<file path="src/rtl/core/drpe_pkg.sv">
// Package for the dimmer remote pulse encoder.
// Holds the shared types, error codes, register indexes and frame constants.
// No dependencies.
`timescale 1ns / 1ps
`default_nettype none

package drpe_pkg;

	localparam int unsigned ID_W      = 26;
	localparam int unsigned FIELD_W   = 5;
	localparam int unsigned BASE_W    = 10;
	localparam int unsigned MULT_W    = 6;
	localparam int unsigned PULSE_W   = 16;
	localparam int unsigned CNT_W     = 3;
	localparam int unsigned FRAME_W   = 36;
	localparam int unsigned IDX_W     = 6;

	localparam logic [1:0] ERR_OK    = 2'd0;
	localparam logic [1:0] ERR_ID    = 2'd1;
	localparam logic [1:0] ERR_UNIT  = 2'd2;
	localparam logic [1:0] ERR_LEVEL = 2'd3;

	localparam logic [1:0] REG_BASE   = 2'd0;
	localparam logic [1:0] REG_HEADER = 2'd1;
	localparam logic [1:0] REG_LONG   = 2'd2;
	localparam logic [1:0] REG_FOOTER = 2'd3;

	localparam logic [BASE_W-1:0] BASE_RST   = 10'd275;
	localparam logic [MULT_W-1:0] HEADER_RST = 6'd10;
	localparam logic [MULT_W-1:0] LONG_RST   = 6'd5;
	localparam logic [MULT_W-1:0] FOOTER_RST = 6'd38;

	localparam logic [IDX_W-1:0] IDX_START = 6'd0;
	localparam logic [IDX_W-1:0] IDX_DIM   = 6'd28;
	localparam logic [IDX_W-1:0] IDX_END   = 6'd37;

	localparam logic [CNT_W-1:0] CNT_NONE = 3'd0;
	localparam logic [CNT_W-1:0] CNT_PAIR = 3'd2;
	localparam logic [CNT_W-1:0] CNT_QUAD = 3'd4;

	typedef struct packed {
		logic [1:0]         err;
		logic [FRAME_W-1:0] bits;
	} cmd_t;

	typedef struct packed {
		logic [BASE_W-1:0] base;
		logic [MULT_W-1:0] header;
		logic [MULT_W-1:0] long_mult;
		logic [MULT_W-1:0] footer;
	} cfg_t;

	typedef struct packed {
		logic [PULSE_W-1:0] a;
		logic [PULSE_W-1:0] b;
		logic [PULSE_W-1:0] c;
		logic [PULSE_W-1:0] d;
		logic [CNT_W-1:0]   cnt;
		logic [1:0]         err;
		logic               last;
	} item_t;

endpackage

`default_nettype wire

</file>
<file path="src/rtl/core/drpe_front.sv">
// Front end: accepts commands, checks them and packs the frame bits.
// Holds a two-entry queue toward the back end. Uses drpe_pkg.
`timescale 1ns / 1ps
`default_nettype none

module drpe_front import drpe_pkg::*; (
	input  wire logic               clk,
	input  wire logic               arst_n,
	input  wire logic               push,
	output logic                    full,
	input  wire logic [ID_W-1:0]    device_id,
	input  wire logic               all_units,
	input  wire logic [FIELD_W-1:0] unit_number,
	input  wire logic [FIELD_W-1:0] dim_level,
	output logic                    cmd_valid,
	input  wire logic               cmd_pop,
	output cmd_t                    cmd
);

	cmd_t       entry_q [2];
	cmd_t       chk;
	logic       wr_ptr_q;
	logic       rd_ptr_q;
	logic [1:0] count_q;
	logic       wr_en;
	logic       rd_en;

	always_comb begin
		chk.bits = {device_id, all_units, 1'b0, unit_number[3:0], dim_level[3:0]};
		if (device_id == '0) begin
			chk.err = ERR_ID;
		end else if (!all_units && unit_number[4]) begin
			chk.err = ERR_UNIT;
		end else if (dim_level[4]) begin
			chk.err = ERR_LEVEL;
		end else begin
			chk.err = ERR_OK;
		end
	end

	assign full      = (count_q == 2'd2);
	assign cmd_valid = (count_q != 2'd0);
	assign cmd       = entry_q[rd_ptr_q];
	assign wr_en     = push && !full;
	assign rd_en     = cmd_pop && cmd_valid;

	always_ff @(posedge clk) begin
		if (wr_en) begin
			entry_q[wr_ptr_q] <= chk;
		end
	end

	always_ff @(posedge clk or negedge arst_n) begin
		if (!arst_n) begin
			wr_ptr_q <= 1'b0;
			rd_ptr_q <= 1'b0;
			count_q  <= 2'd0;
		end else begin
			if (wr_en) begin
				wr_ptr_q <= !wr_ptr_q;
			end
			if (rd_en) begin
				rd_ptr_q <= !rd_ptr_q;
			end
			count_q <= count_q + {1'b0, wr_en} - {1'b0, rd_en};
		end
	end

endmodule

`default_nettype wire

</file>
<file path="src/rtl/core/drpe_back.sv">
// Back end: expands one checked command into pulse items, one per cycle
// while the result queue has room. Holds the symbol sequencer, the pulse
// products and a two-entry result queue. Uses drpe_pkg.
`timescale 1ns / 1ps
`default_nettype none

module drpe_back import drpe_pkg::*; (
	input  wire logic clk,
	input  wire logic arst_n,
	input  wire cfg_t cfg,
	input  wire logic cmd_valid,
	output logic      cmd_pop,
	input  wire cmd_t cmd,
	output logic      empty,
	input  wire logic pop,
	output item_t     item
);

	localparam logic ST_IDLE = 1'b0;
	localparam logic ST_RUN  = 1'b1;

	logic               state_q;
	logic [IDX_W-1:0]   idx_q;
	logic [1:0]         err_q;
	logic [FRAME_W-1:0] shift_q;
	logic [PULSE_W-1:0] long_q;
	logic [PULSE_W-1:0] header_q;
	logic [PULSE_W-1:0] footer_q;
	logic [PULSE_W-1:0] sp;
	item_t              gen_item;
	item_t              out_q [2];
	logic               owr_q;
	logic               ord_q;
	logic [1:0]         ocnt_q;
	logic               gen;
	logic               finish;
	logic               orear;

	assign sp = {{(PULSE_W-BASE_W){1'b0}}, cfg.base};

	always_ff @(posedge clk) begin
		long_q   <= PULSE_W'(cfg.long_mult * cfg.base);
		header_q <= PULSE_W'(cfg.header * cfg.base);
		footer_q <= PULSE_W'(cfg.footer * cfg.base);
	end

	assign gen     = (state_q == ST_RUN) && (ocnt_q != 2'd2);
	assign finish  = (err_q != ERR_OK) || (idx_q == IDX_END);
	assign cmd_pop = cmd_valid && ((state_q == ST_IDLE) || (gen && finish));

	always_comb begin
		gen_item = '0;
		if (err_q != ERR_OK) begin
			gen_item.err  = err_q;
			gen_item.cnt  = CNT_NONE;
			gen_item.last = 1'b1;
		end else if (idx_q == IDX_START) begin
			gen_item.a   = sp;
			gen_item.b   = header_q;
			gen_item.cnt = CNT_PAIR;
		end else if (idx_q == IDX_END) begin
			gen_item.a    = sp;
			gen_item.b    = footer_q;
			gen_item.cnt  = CNT_PAIR;
			gen_item.last = 1'b1;
		end else begin
			gen_item.a   = sp;
			gen_item.b   = sp;
			gen_item.c   = sp;
			gen_item.d   = sp;
			gen_item.cnt = CNT_QUAD;
			if (idx_q != IDX_DIM) begin
				if (shift_q[FRAME_W-1]) begin
					gen_item.b = long_q;
				end else begin
					gen_item.d = long_q;
				end
			end
		end
	end

	always_ff @(posedge clk) begin
		if (cmd_pop) begin
			shift_q <= cmd.bits;
			err_q   <= cmd.err;
		end else if (gen && idx_q != IDX_START) begin
			shift_q <= {shift_q[FRAME_W-2:0], 1'b0};
		end
	end

	always_ff @(posedge clk or negedge arst_n) begin
		if (!arst_n) begin
			state_q <= ST_IDLE;
			idx_q   <= IDX_START;
		end else begin
			case (state_q)
				ST_IDLE: begin
					if (cmd_pop) begin
						state_q <= ST_RUN;
						idx_q   <= IDX_START;
					end
				end
				ST_RUN: begin
					if (gen) begin
						if (finish) begin
							idx_q <= IDX_START;
							if (!cmd_pop) begin
								state_q <= ST_IDLE;
							end
						end else begin
							idx_q <= idx_q + 6'd1;
						end
					end
				end
				default: begin
					state_q <= ST_IDLE;
				end
			endcase
		end
	end

	assign empty = (ocnt_q == 2'd0);
	assign item  = out_q[ord_q];
	assign orear = pop && !empty;

	always_ff @(posedge clk) begin
		if (gen) begin
			out_q[owr_q] <= gen_item;
		end
	end

	always_ff @(posedge clk or negedge arst_n) begin
		if (!arst_n) begin
			owr_q  <= 1'b0;
			ord_q  <= 1'b0;
			ocnt_q <= 2'd0;
		end else begin
			if (gen) begin
				owr_q <= !owr_q;
			end
			if (orear) begin
				ord_q <= !ord_q;
			end
			ocnt_q <= ocnt_q + {1'b0, gen} - {1'b0, orear};
		end
	end

endmodule

`default_nettype wire

</file>
<file path="src/rtl/core/dimmer_remote_pulse_encoder.sv">
// Dimmer remote pulse encoder: top level with the configuration registers.
// Instantiates drpe_front and drpe_back. Uses drpe_pkg.
//
// Usage:
//   Commands enter through push/full; a transaction moves when push is high
//   and full is low. Pulse items leave through empty/pop; the oldest item is
//   on the result ports while empty is low and leaves when pop is high.
//   A good command yields 38 items (start pair, 36 symbols, footer pair with
//   last_item set); a rejected command yields one error item.
//   A command's first item passes the command queue and the sequencer. The
//   sequencer in the back end makes one item per cycle while the result queue
//   has room; a two-entry command queue lets up to two commands wait while a
//   frame is being sent. When the receiver stalls, the two-entry result queue
//   fills, the sequencer holds, and then the command queue fills and
//   full rises; nothing is lost. Registers must be written through
//   cfg_we/cfg_index/cfg_data only while idle; the block does not enforce it.
//   Reset empties both queues and loads the register defaults
//   (275, 10, 5, 38); the block is ready the cycle after reset is released.
`timescale 1ns / 1ps
`default_nettype none

module dimmer_remote_pulse_encoder import drpe_pkg::*; (
	input  wire logic               clk,
	input  wire logic               arst_n,
	input  wire logic               push,
	output logic                    full,
	input  wire logic [ID_W-1:0]    device_id,
	input  wire logic               all_units,
	input  wire logic [FIELD_W-1:0] unit_number,
	input  wire logic [FIELD_W-1:0] dim_level,
	output logic                    empty,
	input  wire logic               pop,
	output logic [PULSE_W-1:0]      pulse_a,
	output logic [PULSE_W-1:0]      pulse_b,
	output logic [PULSE_W-1:0]      pulse_c,
	output logic [PULSE_W-1:0]      pulse_d,
	output logic [CNT_W-1:0]        pulse_count,
	output logic [1:0]              error_code,
	output logic                    last_item,
	input  wire logic               cfg_we,
	input  wire logic [1:0]         cfg_index,
	input  wire logic [BASE_W-1:0]  cfg_data
);

	cfg_t  cfg_q;
	cmd_t  cmd;
	logic  cmd_valid;
	logic  cmd_pop;
	item_t item;

	always_ff @(posedge clk or negedge arst_n) begin
		if (!arst_n) begin
			cfg_q.base      <= BASE_RST;
			cfg_q.header    <= HEADER_RST;
			cfg_q.long_mult <= LONG_RST;
			cfg_q.footer    <= FOOTER_RST;
		end else if (cfg_we) begin
			case (cfg_index)
				REG_BASE:   cfg_q.base      <= cfg_data;
				REG_HEADER: cfg_q.header    <= cfg_data[MULT_W-1:0];
				REG_LONG:   cfg_q.long_mult <= cfg_data[MULT_W-1:0];
				REG_FOOTER: cfg_q.footer    <= cfg_data[MULT_W-1:0];
				default: begin
				end
			endcase
		end
	end

	drpe_front u_front (
		.clk         (clk),
		.arst_n      (arst_n),
		.push        (push),
		.full        (full),
		.device_id   (device_id),
		.all_units   (all_units),
		.unit_number (unit_number),
		.dim_level   (dim_level),
		.cmd_valid   (cmd_valid),
		.cmd_pop     (cmd_pop),
		.cmd         (cmd)
	);

	drpe_back u_back (
		.clk       (clk),
		.arst_n    (arst_n),
		.cfg       (cfg_q),
		.cmd_valid (cmd_valid),
		.cmd_pop   (cmd_pop),
		.cmd       (cmd),
		.empty     (empty),
		.pop       (pop),
		.item      (item)
	);

	assign pulse_a     = item.a;
	assign pulse_b     = item.b;
	assign pulse_c     = item.c;
	assign pulse_d     = item.d;
	assign pulse_count = item.cnt;
	assign error_code  = item.err;
	assign last_item   = item.last;

endmodule

`default_nettype wire

</file>
<file path="config.mk">
export PLATFORM = sky130hd
export DESIGN_NAME = dimmer_remote_pulse_encoder
export DESIGN_NICKNAME = d
export VERILOG_FILES = /design/src/rtl/core/drpe_pkg.sv /design/src/rtl/core/drpe_front.sv /design/src/rtl/core/drpe_back.sv /design/src/rtl/core/dimmer_remote_pulse_encoder.sv
export SDC_FILE = /design/constraint.sdc
export NUM_CORES = 1
export LEC_CHECK = 0
export BUFFER_PORTS_ARGS = -buffer_cell sky130_fd_sc_hd__buf_2
export CORE_MARGIN = 2
export CORE_UTILIZATION = 30
export DETAILED_ROUTE_END_ITERATION = 8
export PLACE_DENSITY = 0.57
export SYNTH_ARGS = -nofsm -noshare
export SYNTH_HDL_FRONTEND = slang
export SYNTH_SLANG_ARGS = --single-unit
</file>
<file path="constraint.sdc">
create_clock -name clk -period 8.4 [get_ports clk]
set_input_delay 0.84 -clock clk [delete_from_list [all_inputs] [get_ports clk]]
set_output_delay 0.84 -clock clk [all_outputs]
set_load 0.01 [all_outputs]
</file>
==> impl_metrics.ini, run 1 <==
[clock_tree]
clkTransAtPathRegs_ns = 0.06
cts_tree = yes
cts_resized = 0
cts_inserted_buffers = 37
h-tree-depth = 2
worstSkewPairLatency_ns = 0.55
postCtsSetupRepairBufs = 0
cts-root-buf = clkbuf_16
cts.sinks = 317
cts_hold_buf = 0
cts.path.max_buffers = 3

[synth]
yosys.area.top_type_share_pct = 37.9
synthCells = 1422
synth_edf_count = 226
synth.top_cells.by_area = edfxtp_1 (38%), fa_1 (11%), mux2_2 (9.4%), and2_1 (5.6%), ha_1 (5.5%)
synth.distinct_cells = 67
ys_seq_area_share_pct = 49.4
ys.flop_type = edfxtp_1
synth_seq_cells = 317
avgSynthCellArea_um2 = 12.6
syn_area_um2 = 17900
ys_warn_count = 0
async_reset_ff_share_pct = 13.6
yosysTopAreaCell = edfxtp_1

[timing]
drv_slew = 0
finalCritPeriodShare_pct = 52.7
hold_violations = 0
slew-limit-headroom_pct = 17.6
whs_ns = 0.418
period_minus_slack_ns = 4.42
max_freq_mhz = 226
final.setup.tns_ns = 0
tightest_slew_ns = 1.23
finalSetupViolCount = 0
clock_skew_ns = 0.0161
rsz0062_at_grt = false

[finish]
nNetsFinal = 1745
nFillCells = 5773
seq_area_um2 = 8840
final_cell_mix = edfxtp_1 (226), and2_1 (158), inv_1 (151)
multiInputGateArea_um2 = 8150
final_common_cell = edfxtp_1
antenna_cells = 0
drive_above_1_share_pct = 23.4
syn_to_final_growth_pct = 13.5

[route]
drt_iter0_drc = 635
wl_um = 41400
firstDrtPassIters = 5
viasPerCell = 4.71
ant_nets = 0
drc_errors = 0
wl_per_cell_um = 17.9
vias = 10900

[floorplanning]
io_pins = 126
die_area_um2 = 61600
num_rows = 89
core-area_um2 = 59000
die_h_um = 248
start_util_pct = 30.3
die_w_um = 248

[setup_path]
crit_start = cfg_q[24]$_DFFE_PN0P_
r2r-end = u_back.header_q[13]$_DFF_P_
r2r_cells = 12
r2r_slack_ns = 3.98
path_max_fanout = 23
rr_startpoint = cfg_q[24]$_DFFE_PN0P_
cp-start-kind = register
required_ns = 8.87
critPathCaptureType = register
crit_path_end = u_back.header_q[13]$_DFF_P_
critPathArrivalTime_ns = 4.89
worst-setup-path-type = register to register

[global_route]
grt_pass1_wl_um = 63700
grt_max_degree = 58
grt_pass1_vias = 11200
antenna_found_initial = 0
track_usage_pct = 13.5
grt-ovfl-total = 0

[placed_design]
dp_hpwl_um = 28800
gp_congestion = 0.833
io_buffers = 112

[hold_path]
hp-class = primary input to async pin

[power_and_ir_drop]
p_per_area_nw_per_um2 = 447
p_leak_uw = 0.00844
peakVddDrop_mv = 0.188

[outcome]
status = finished, final reports clean

[run]
maxCapViolCount = 0
## final cells by class
type	instances	area share (%)
inverter	151	2.79
multi-input combinational	881	40.1
clock inverter	19	0.782
tap	773	4.76
clock buffer	45	4.76
sequential	317	43.5
timing repair buffer	125	3.24
## flip-flops by register name, indices dropped and copies added, names as in the netlist, 2 cells and up
| signal | flops |
|---|---|
| u_back.footer_q | 16 |
| u_back.err_q | 2 |
| u_back.shift_q | 36 |
| u_back.idx_q | 6 |
| u_back.header_q | 16 |
| u_back.ocnt_q | 2 |
| u_front.count_q | 2 |
| u_back.long_q | 16 |
| u_back.out_q | 114 |
| cfg_q | 28 |
| u_front.entry_q | 74 |
## critical path, stage by stage, from the launching register on
cell and delay [ns]:
dfrtp_1 0.94, and2_1 0.26, fa_1 0.45, fa_1 0.55
inv_1 0.05, fa_1 0.48, inv_1 0.05, ha_1 0.34
a21oi_1 0.17, o22ai_1 0.15, o311a_1 0.34, or4_1 0.47
o211ai_1 0.11
## cells in the mapped netlist (3+ instances only)
master	instances
fa_1	99
buf_4	15
dfxtp_1	48
edfxtp_1	226
buf_1	8
a222oi_1	6
ha_1	79
nand2b_1	6
mux2_4	5
o21ai_0	29
a211oi_1	11
inv_1	151
mux2_2	150
o221ai_1	10
nand4_1	3
buf_2	6
o211ai_1	4
a21oi_1	28
dfrtp_1	32
a21o_1	8
nand3b_1	5
o21a_1	4
a22oi_1	3
o311ai_0	3
nand3_1	9
xnor2_1	17
nor2b_1	5
a31oi_1	3
or2_2	3
nor2_1	55
xor2_1	11
nor3_1	12
mux2i_1	23
and2_1	159
dfstp_2	11
clkbuf_1	53
nand2_1	55
and3_1	21
o31ai_1	3
nor4_1	9
## where the power goes
group	leakage [uW]	total (uW)	switching [uW]	internal (uW)
sequential	0.00309	2910	343	2570
combinational	0.00482	4650	2710	1940
clock	0.000541	1510	652	856
total	0.00844	9070	3710	5360
## metal layers
metal / global-route usage [%] / up-vias / part of all wire (%)
met3: 1.86 / 66 / 3.6
met2: 22.5 / 233 / 48
met1: 17.9 / 5506 / 46
met5: 0 / - / 0
li1: - / 5069 / -
met4: 4.85 / 0 / 2.9
## metrics by stage
stage / util [%] / instances / power, uW / setup slack, ns / instance area (um2)
2_1_floorplan: - / 1434 / 6240 / 4.48 / 17900
3_3_place_gp: 32.5 / 2247 / 7510 / 4.07 / 19200
3_5_place_dp: 32.5 / 2247 / 7610 / 3.98 / 19200
4_1_cts: 34.4 / 2311 / 9170 / 3.98 / 20300
5_1_grt: 34.4 / 2311 / 9810 / 3.77 / 20300
6_report: 34.4 / 2311 / 9070 / 3.98 / 20300
## how the worst min path moves through the flow
stage / start / endpoint / slack [ns] / cells past startpoint
after floorplan: u_back.ocnt_q[1]$_DFF_PN0_ / u_back.ocnt_q[1]$_DFF_PN0_ / 0.46 / 1
after global routing: arst_n / cfg_q[17]$_DFFE_PN0P_ / 0.44 / 2
after CTS: arst_n / cfg_q[17]$_DFFE_PN0P_ / 0.41 / 2
after global placement: u_back.ocnt_q[1]$_DFF_PN0_ / u_back.ocnt_q[1]$_DFF_PN0_ / 0.48 / 1
final: arst_n / cfg_q[17]$_DFFE_PN0P_ / 0.42 / 2
after detailed placement: u_back.ocnt_q[1]$_DFF_PN0_ / u_back.ocnt_q[1]$_DFF_PN0_ / 0.51 / 1
## cell families after synthesis
family | after synthesis | synth area share [%]
DFF | 317 | 49.4
and+or+nand+nor | 352 | 10.8
adders and majority gates | 178 | 16.6
xor gates and xnor gates | 28 | 1.37
buffers and inverters | 236 | 5.48
muxes | 178 | 11.1
other | 1 | 0.0210
AOI/OAI and AO/OA | 132 | 5.17
No activity file was read; power rests on OpenSTA's default activity.
==> run 2: changes to the inputs <==
- ABC_AREA: not set -> 1
- clock period: 8.4 -> 4.45 ns (I/O delays scaled with it)
==> run 2 against run 1 <==
Area after synthesis up 5.4%. Total power is 72% higher. Final cell count increased by 36%. Setup slack worse by 3.4 ns. Combinational power rose by 55%. Core utilization grew 0.11 points. Critical path type unchanged. Largest cell class unchanged.
==> impl_metrics.ini, run 2 <==
[finish]
final_cell_mix = nand2_1 (811), inv_1 (422), edfxtp_1 (226)
nNetsFinal = 2508
instances_no_fill = 3142
top_regs = u_back.out_q: 114 flops, u_front.entry_q: 74 flops, u_back.shift_q: 36 flops
design_area_um2 = 21400
drive_above_1_share_pct = 9.51
syn_to_final_growth_pct = 13.4
largest_register_ffs = 114
largest-register = u_back.out_q
final_common_cell = nand2_1

[timing]
finalSetupViolCount = 0
slew-limit-headroom_pct = 23.2
final.setup.tns_ns = 0
finalCritPeriodShare_pct = 86.5
drv_slew = 0
clock_skew_ns = 0.0205
max_freq_mhz = 260
hold_violations = 0
tightest_slew_ns = 1.15
rsz0062_at_grt = false
period_minus_slack_ns = 3.85

[synth]
synth.distinct_cells = 33
synthCells = 2197
ys.flop_type = edfxtp_1
yosys.area.top_type_share_pct = 36.0
yosysTopAreaCell = edfxtp_1
synth.top_cells.by_area = edfxtp_1 (36%), nand2_1 (16%), fa_1 (11%), inv_1 (8.4%), ha_1 (5.2%)
synth_edf_count = 226
yosysMostFrequentCell = nand2_1
async_reset_ff_share_pct = 13.6
synth_seq_cells = 317
avgSynthCellArea_um2 = 8.58
synth_common_cells = nand2_1 (811), inv_1 (423), edfxtp_1 (226)
ys_seq_area_share_pct = 46.9
ys_warn_count = 0
syn_area_um2 = 18900

[clock_tree]
cts.sinks = 317
cts_inserted_buffers = 37
cts_resized = 0
worstSkewPairLatency_ns = 0.57
cts_hold_buf = 1
cts.path.max_buffers = 3
postCtsSetupRepairBufs = 0
clkTransAtPathRegs_ns = 0.06
h-tree-depth = 2
cts_tree = yes
cts-root-buf = clkbuf_16

[setup_path]
r2r-end = u_back.footer_q[11]$_DFF_P_
worst-setup-path-type = register to register
rr_startpoint = cfg_q[23]$_DFFE_PN0P_
r2r_cells = 13
r2r_slack_ns = 0.60
path_max_fanout = 22
cp-start-kind = register
required_ns = 4.91
critPathCaptureType = register
critPathArrivalTime_ns = 4.31

[floorplanning]
core-area_um2 = 61900
die_w_um = 255
start_util_pct = 30.4
num_rows = 91
io_pins = 126
die_area_um2 = 64900
die_h_um = 255

[hold_path]
hp-class = primary input to register
min_from = dim_level[0]
min_to = u_front.entry_q[0][0]$_DFFE_PP_
holdPathStages = 1

[power_and_ir_drop]
comb_power_share_pct = 46.3
p_int_uw = 8820
p_switching_uw = 6740
p_per_area_nw_per_um2 = 728
p_clk_share_pct = 18.8
p_seq_share_pct = 34.9
p_leak_uw = 0.0111
peakVddDrop_mv = 0.375
swShare_pct = 43.3

[global_route]
grt_busiest_layer = met2
track_usage_pct = 14.2
grt_use_met2_pct = 25.0
grt_max_degree = 59
grt_pass1_wl_um = 72700
met1_usage_pct = 17.8
antenna_found_initial = 1
grt-ovfl-total = 0
grt_pass1_vias = 13900
met3_usage_pct = 1.94

[placed_design]
dp_hpwl_um = 32600
placed_area_um2 = 20200
gp_congestion = 0.837
io_buffers = 112
dp_cells = 3073

[route]
drt_iter0_drc = 820
wl_per_cell_um = 14.5
wl_um = 45500
viasPerCell = 4.38
ant_nets = 0
vias = 13700
firstDrtPassIters = 5
drc_errors = 0

[run]
maxCapViolCount = 0

[outcome]
status = finished, final reports clean
==> run 2: changes by cell type after synthesis, moves of 21 or more <==
cell / delta
nand3_1: +56
nor2_1: +71
mux2_2: -150
and3_1: -21
nand4_1: +47
and2_1: -159
nand2_1: +756
mux2i_1: -23
inv_1: +272
==> run 2: routing by layer <==
metal	part of all wire, %	vias to the layer above
li1	-	6814
met1	44	6573
met2	50	292
met3	3.9	70
met4	2.7	0
met5	0	-
==> run 2: kinds of logic after synthesis <==
family	synth area share, %
XOR/XNOR	1.30
buffers and inverters	11.2
AO/OA/AOI/OAI	1.91
flip-flops	46.9
adder cells (fa/ha/maj)	15.8
AND/OR/NAND/NOR	23.0
other	0.0199
==> run 2: worst max-delay path, cell delays in order, from the launching register on <==
cell,delay (ns)
dfrtp_1,0.97
nand2_1,0.11
inv_1,0.11
fa_1,0.45
fa_1,0.55
inv_1,0.05
fa_1,0.47
inv_1,0.04
ha_1,0.36
nand2_1,0.09
nand3_1,0.18
nand2_1,0.07
nand2_1,0.08
xor2_1,0.20
==> run 2: cell type report <==
cell class	count	area [um2]
Antenna cell	1	2.50
Clock buffer	49	1000
Clock inverter	18	183
Fill cell	6361	40600
Inverter	427	1600
Multi-Input combinational cell	1362	8000
Sequential cell	317	8840
Tap cell	837	1050
Timing Repair Buffer	131	706
==> run 2: worst max-delay path by stage <==
stage | from | endpoint | slack, ns | depth (start not counted)
4_1_cts | cfg_q[23]$_DFFE_PN0P_ | u_back.footer_q[11]$_DFF_P_ | 0.60 | 13
3_5_place_dp | cfg_q[23]$_DFFE_PN0P_ | u_back.footer_q[15]$_DFF_P_ | 0.62 | 14
2_1_floorplan | u_back.idx_q[0]$_DFFE_PN0P_ | u_back.shift_q[0]$_SDFFCE_PN0P_ | 0.54 | 5
6_report | cfg_q[23]$_DFFE_PN0P_ | u_back.footer_q[11]$_DFF_P_ | 0.60 | 13
3_3_place_gp | cfg_q[23]$_DFFE_PN0P_ | u_back.footer_q[11]$_DFF_P_ | 0.62 | 13
5_1_grt | cfg_q[23]$_DFFE_PN0P_ | u_back.footer_q[11]$_DFF_P_ | 0.35 | 13
==> run 2: metrics by stage <==
step / power (uW) / hold slack [ns] / util [%] / setup slack [ns]
floorplan: 10500 / 0.149 / - / 0.541
global placement: 12600 / 0.480 / 32.6 / 0.617
detailed placement: 12800 / 0.483 / 32.6 / 0.621
CTS: 15800 / 0.0343 / 34.5 / 0.599
global route: 17000 / 0.0472 / 34.5 / 0.348
finish: 15600 / 0.0692 / 34.5 / 0.601
==> run 2: power by group through the flow <==
stage	sequential, uW	clock [uW]	combinational [uW]
final	5440	2930	7200
after global routing	5550	3110	8320
after CTS	5450	3010	7350
after detailed placement	5500	0	7320
after global placement	5460	0	7170
after floorplan	5250	0	5290
==> run 3: changes to the inputs <==
--- a/config.mk
+++ b/config.mk
@@ -9,4 +9,5 @@
 export BUFFER_PORTS_ARGS = -buffer_cell sky130_fd_sc_hd__buf_2
-export CORE_MARGIN = 2
+export CORE_MARGIN = 5
 export CORE_UTILIZATION = 30
+export CTS_CLUSTER_SIZE = 20
 export DETAILED_ROUTE_END_ITERATION = 8
--- a/constraint.sdc
+++ b/constraint.sdc
@@ -3,2 +3,2 @@
 set_output_delay 0.445 -clock clk [all_outputs]
-set_load 0.01 [all_outputs]
+set_load 0.02 [all_outputs]
==> run 3 against run 2 <==
Total power grew 4.7%. Register-to-register slack gained 0.04 ns. First-iteration DRC count grew 11%. Fmax grew 0.98%. Flip-flop and latch count is the same. Critical path type unchanged. Largest cell class unchanged.
==> impl_metrics.ini, run 3 (synthesized netlist as in run 2, its figures left out) <==
[outcome]
status = finished, final reports clean

[route]
drc_errors = 0
wl_um = 46400
drt_iter0_drc = 914
vias = 13800
firstDrtPassIters = 5
ant_nets = 0
viasPerCell = 4.38
wl_per_cell_um = 14.7

[setup_path]
crit_start = cfg_q[23]$_DFFE_PN0P_
cp-start-kind = register
crit_path_end = u_back.footer_q[11]$_DFF_P_
critPathArrivalTime_ns = 4.31
critPathCaptureType = register
path_max_fanout = 22
critPathBufInv = 3
r2r_cells = 13
r2r_slack_ns = 0.64
rr_startpoint = cfg_q[23]$_DFFE_PN0P_
cp.depth = 13
crit_path_top_delay_cell = dfrtp_1
cp_top_family = adder cells
crit_path_max_incr_delay_ns = 0.92
path_cells = nand2_1, inv_1, fa_1, fa_1, inv_1, fa_1, inv_1, ha_1, nand3_1, nand3_1, nand2_1, nand2_1, xor2_1
required_ns = 4.95
r2r-end = u_back.footer_q[11]$_DFF_P_
worst-setup-path-type = register to register

[floorplanning]
start_util_pct = 30.1
die_h_um = 261
die_w_um = 261
num_rows = 92
die_area_um2 = 68000
core-area_um2 = 62600
io_pins = 126

[finish]
instances_no_fill = 3155
multiInputGateArea_um2 = 8000
final_cell_mix = nand2_1 (811), inv_1 (422), edfxtp_1 (226)
top_regs = u_back.out_q: 114 flops, u_front.entry_q: 74 flops, u_back.shift_q: 36 flops
design_area_um2 = 21600
syn_to_final_growth_pct = 14.3
final_common_cell = nand2_1
nFillCells = 6421
largest_register_ffs = 114
utilization_pct = 34.4
largest-register = u_back.out_q
seq_area_um2 = 8840
nNetsFinal = 2508
drive_above_1_share_pct = 9.54

[timing]
drv_slew = 0
clock_skew_ns = 0.0320
period_minus_slack_ns = 3.81
max_freq_mhz = 262
finalSetupViolCount = 0
finalCritPeriodShare_pct = 85.6
rsz0062_at_grt = false
tightest_slew_ns = 1.20
slew-limit-headroom_pct = 20.1
final.setup.tns_ns = 0
hold_violations = 0

[global_route]
grt_max_degree = 59
track_usage_pct = 13.6
grt_busiest_layer = met2
grt_pass1_wl_um = 74600
grt_pass1_vias = 13900
grt_use_met2_pct = 23.0
met1_usage_pct = 17.6
met3_usage_pct = 2.22
antenna_found_initial = 5
grt-ovfl-total = 0

[power_and_ir_drop]
p_per_area_nw_per_um2 = 756
p_leak_uw = 0.0112
total_power_uw = 16300
peakVddDrop_mv = 0.504

[placed_design]
placed_area_um2 = 20200
gp_congestion = 0.856
io_buffers = 112
dp_hpwl_um = 33000
dp_cells = 3082

[clock_tree]
postCtsSetupRepairBufs = 0
clkTransAtPathRegs_ns = 0.06
cts_tree = yes
h-tree-depth = 2
cts_inserted_buffers = 37
cts.sinks = 317
cts-root-buf = clkbuf_16
cts.path.max_buffers = 3
worstSkewPairLatency_ns = 0.58

[run]
maxCapViolCount = 0

[hold_path]
hp-class = primary input to register
run 3: cell type report:
| cell class | count | share of cell area, % |
|---|---|---|
| Antenna cell | 4 | 0.0464 |
| Clock buffer | 45 | 4.48 |
| Inverter | 427 | 7.44 |
| Tap cell | 846 | 4.91 |
| Multi-Input combinational cell | 1362 | 37.1 |
| Timing Repair Buffer | 131 | 3.27 |
| Clock inverter | 23 | 1.71 |
| Sequential cell | 317 | 41.0 |
run 3: worst min-delay path by stage:
stage / startpoint / to / slack [ns] / cells past startpoint
floorplan: arst_n / cfg_q[0]$_DFFE_PN0P_ / 0.15 / 0
global placement: u_back.err_q[0]$_DFFE_PP_ / u_back.out_q[0][1]$_DFFE_PP_ / 0.46 / 0
detailed placement: u_back.err_q[0]$_DFFE_PP_ / u_back.out_q[1][1]$_DFFE_PP_ / 0.49 / 0
CTS: unit_number[2] / u_front.entry_q[1][6]$_DFFE_PP_ / 0.01 / 1
global route: unit_number[2] / u_front.entry_q[1][6]$_DFFE_PP_ / 0.02 / 1
finish: unit_number[2] / u_front.entry_q[1][6]$_DFFE_PP_ / 0.05 / 1
run 3: per-layer routing:
| layer | vias to the layer above | share of wire (%) | wire length (um) |
|---|---|---|---|
| met1 | 6613 | 44 | 20300 |
| met2 | 296 | 49 | 22500 |
| met3 | 72 | 4.5 | 2080 |
| li1 | 6829 | - | - |
| met5 | - | 0 | 0 |
| met4 | 0 | 3.2 | 1490 |
run 3: report_power, final:
part | switching [uW] | total (uW) | internal [uW]
Combinational | 5270 | 7560 | 2290
Sequential | 569 | 5440 | 4870
Clock | 1300 | 3290 | 1990
run 3: what timing repair did:
action,CTS,global route
gates resized for setup,0,0
hold buffers,1,0
endpoints found under the hold margin,32,0
run 3: through the flow:
| stage | setup WS [ns] | hold WS (ns) |
|---|---|---|
| floorplan | 0.541 | 0.149 |
| global placement | 0.759 | 0.464 |
| detailed placement | 0.694 | 0.487 |
| CTS | 0.695 | 0.0147 |
| global route | 0.384 | 0.0225 |
| finish | 0.639 | 0.0505 |
run 3: worst reg2reg max path, delay by kind of cell, from the launching register on:
family / cells / cell delay, ns
buffers and inverters: 3 / 0.19
xor gates and xnor gates: 1 / 0.19
DFF: 1 / 0.92
adders and majority gates: 4 / 1.85
and+or+nand+nor: 5 / 0.59
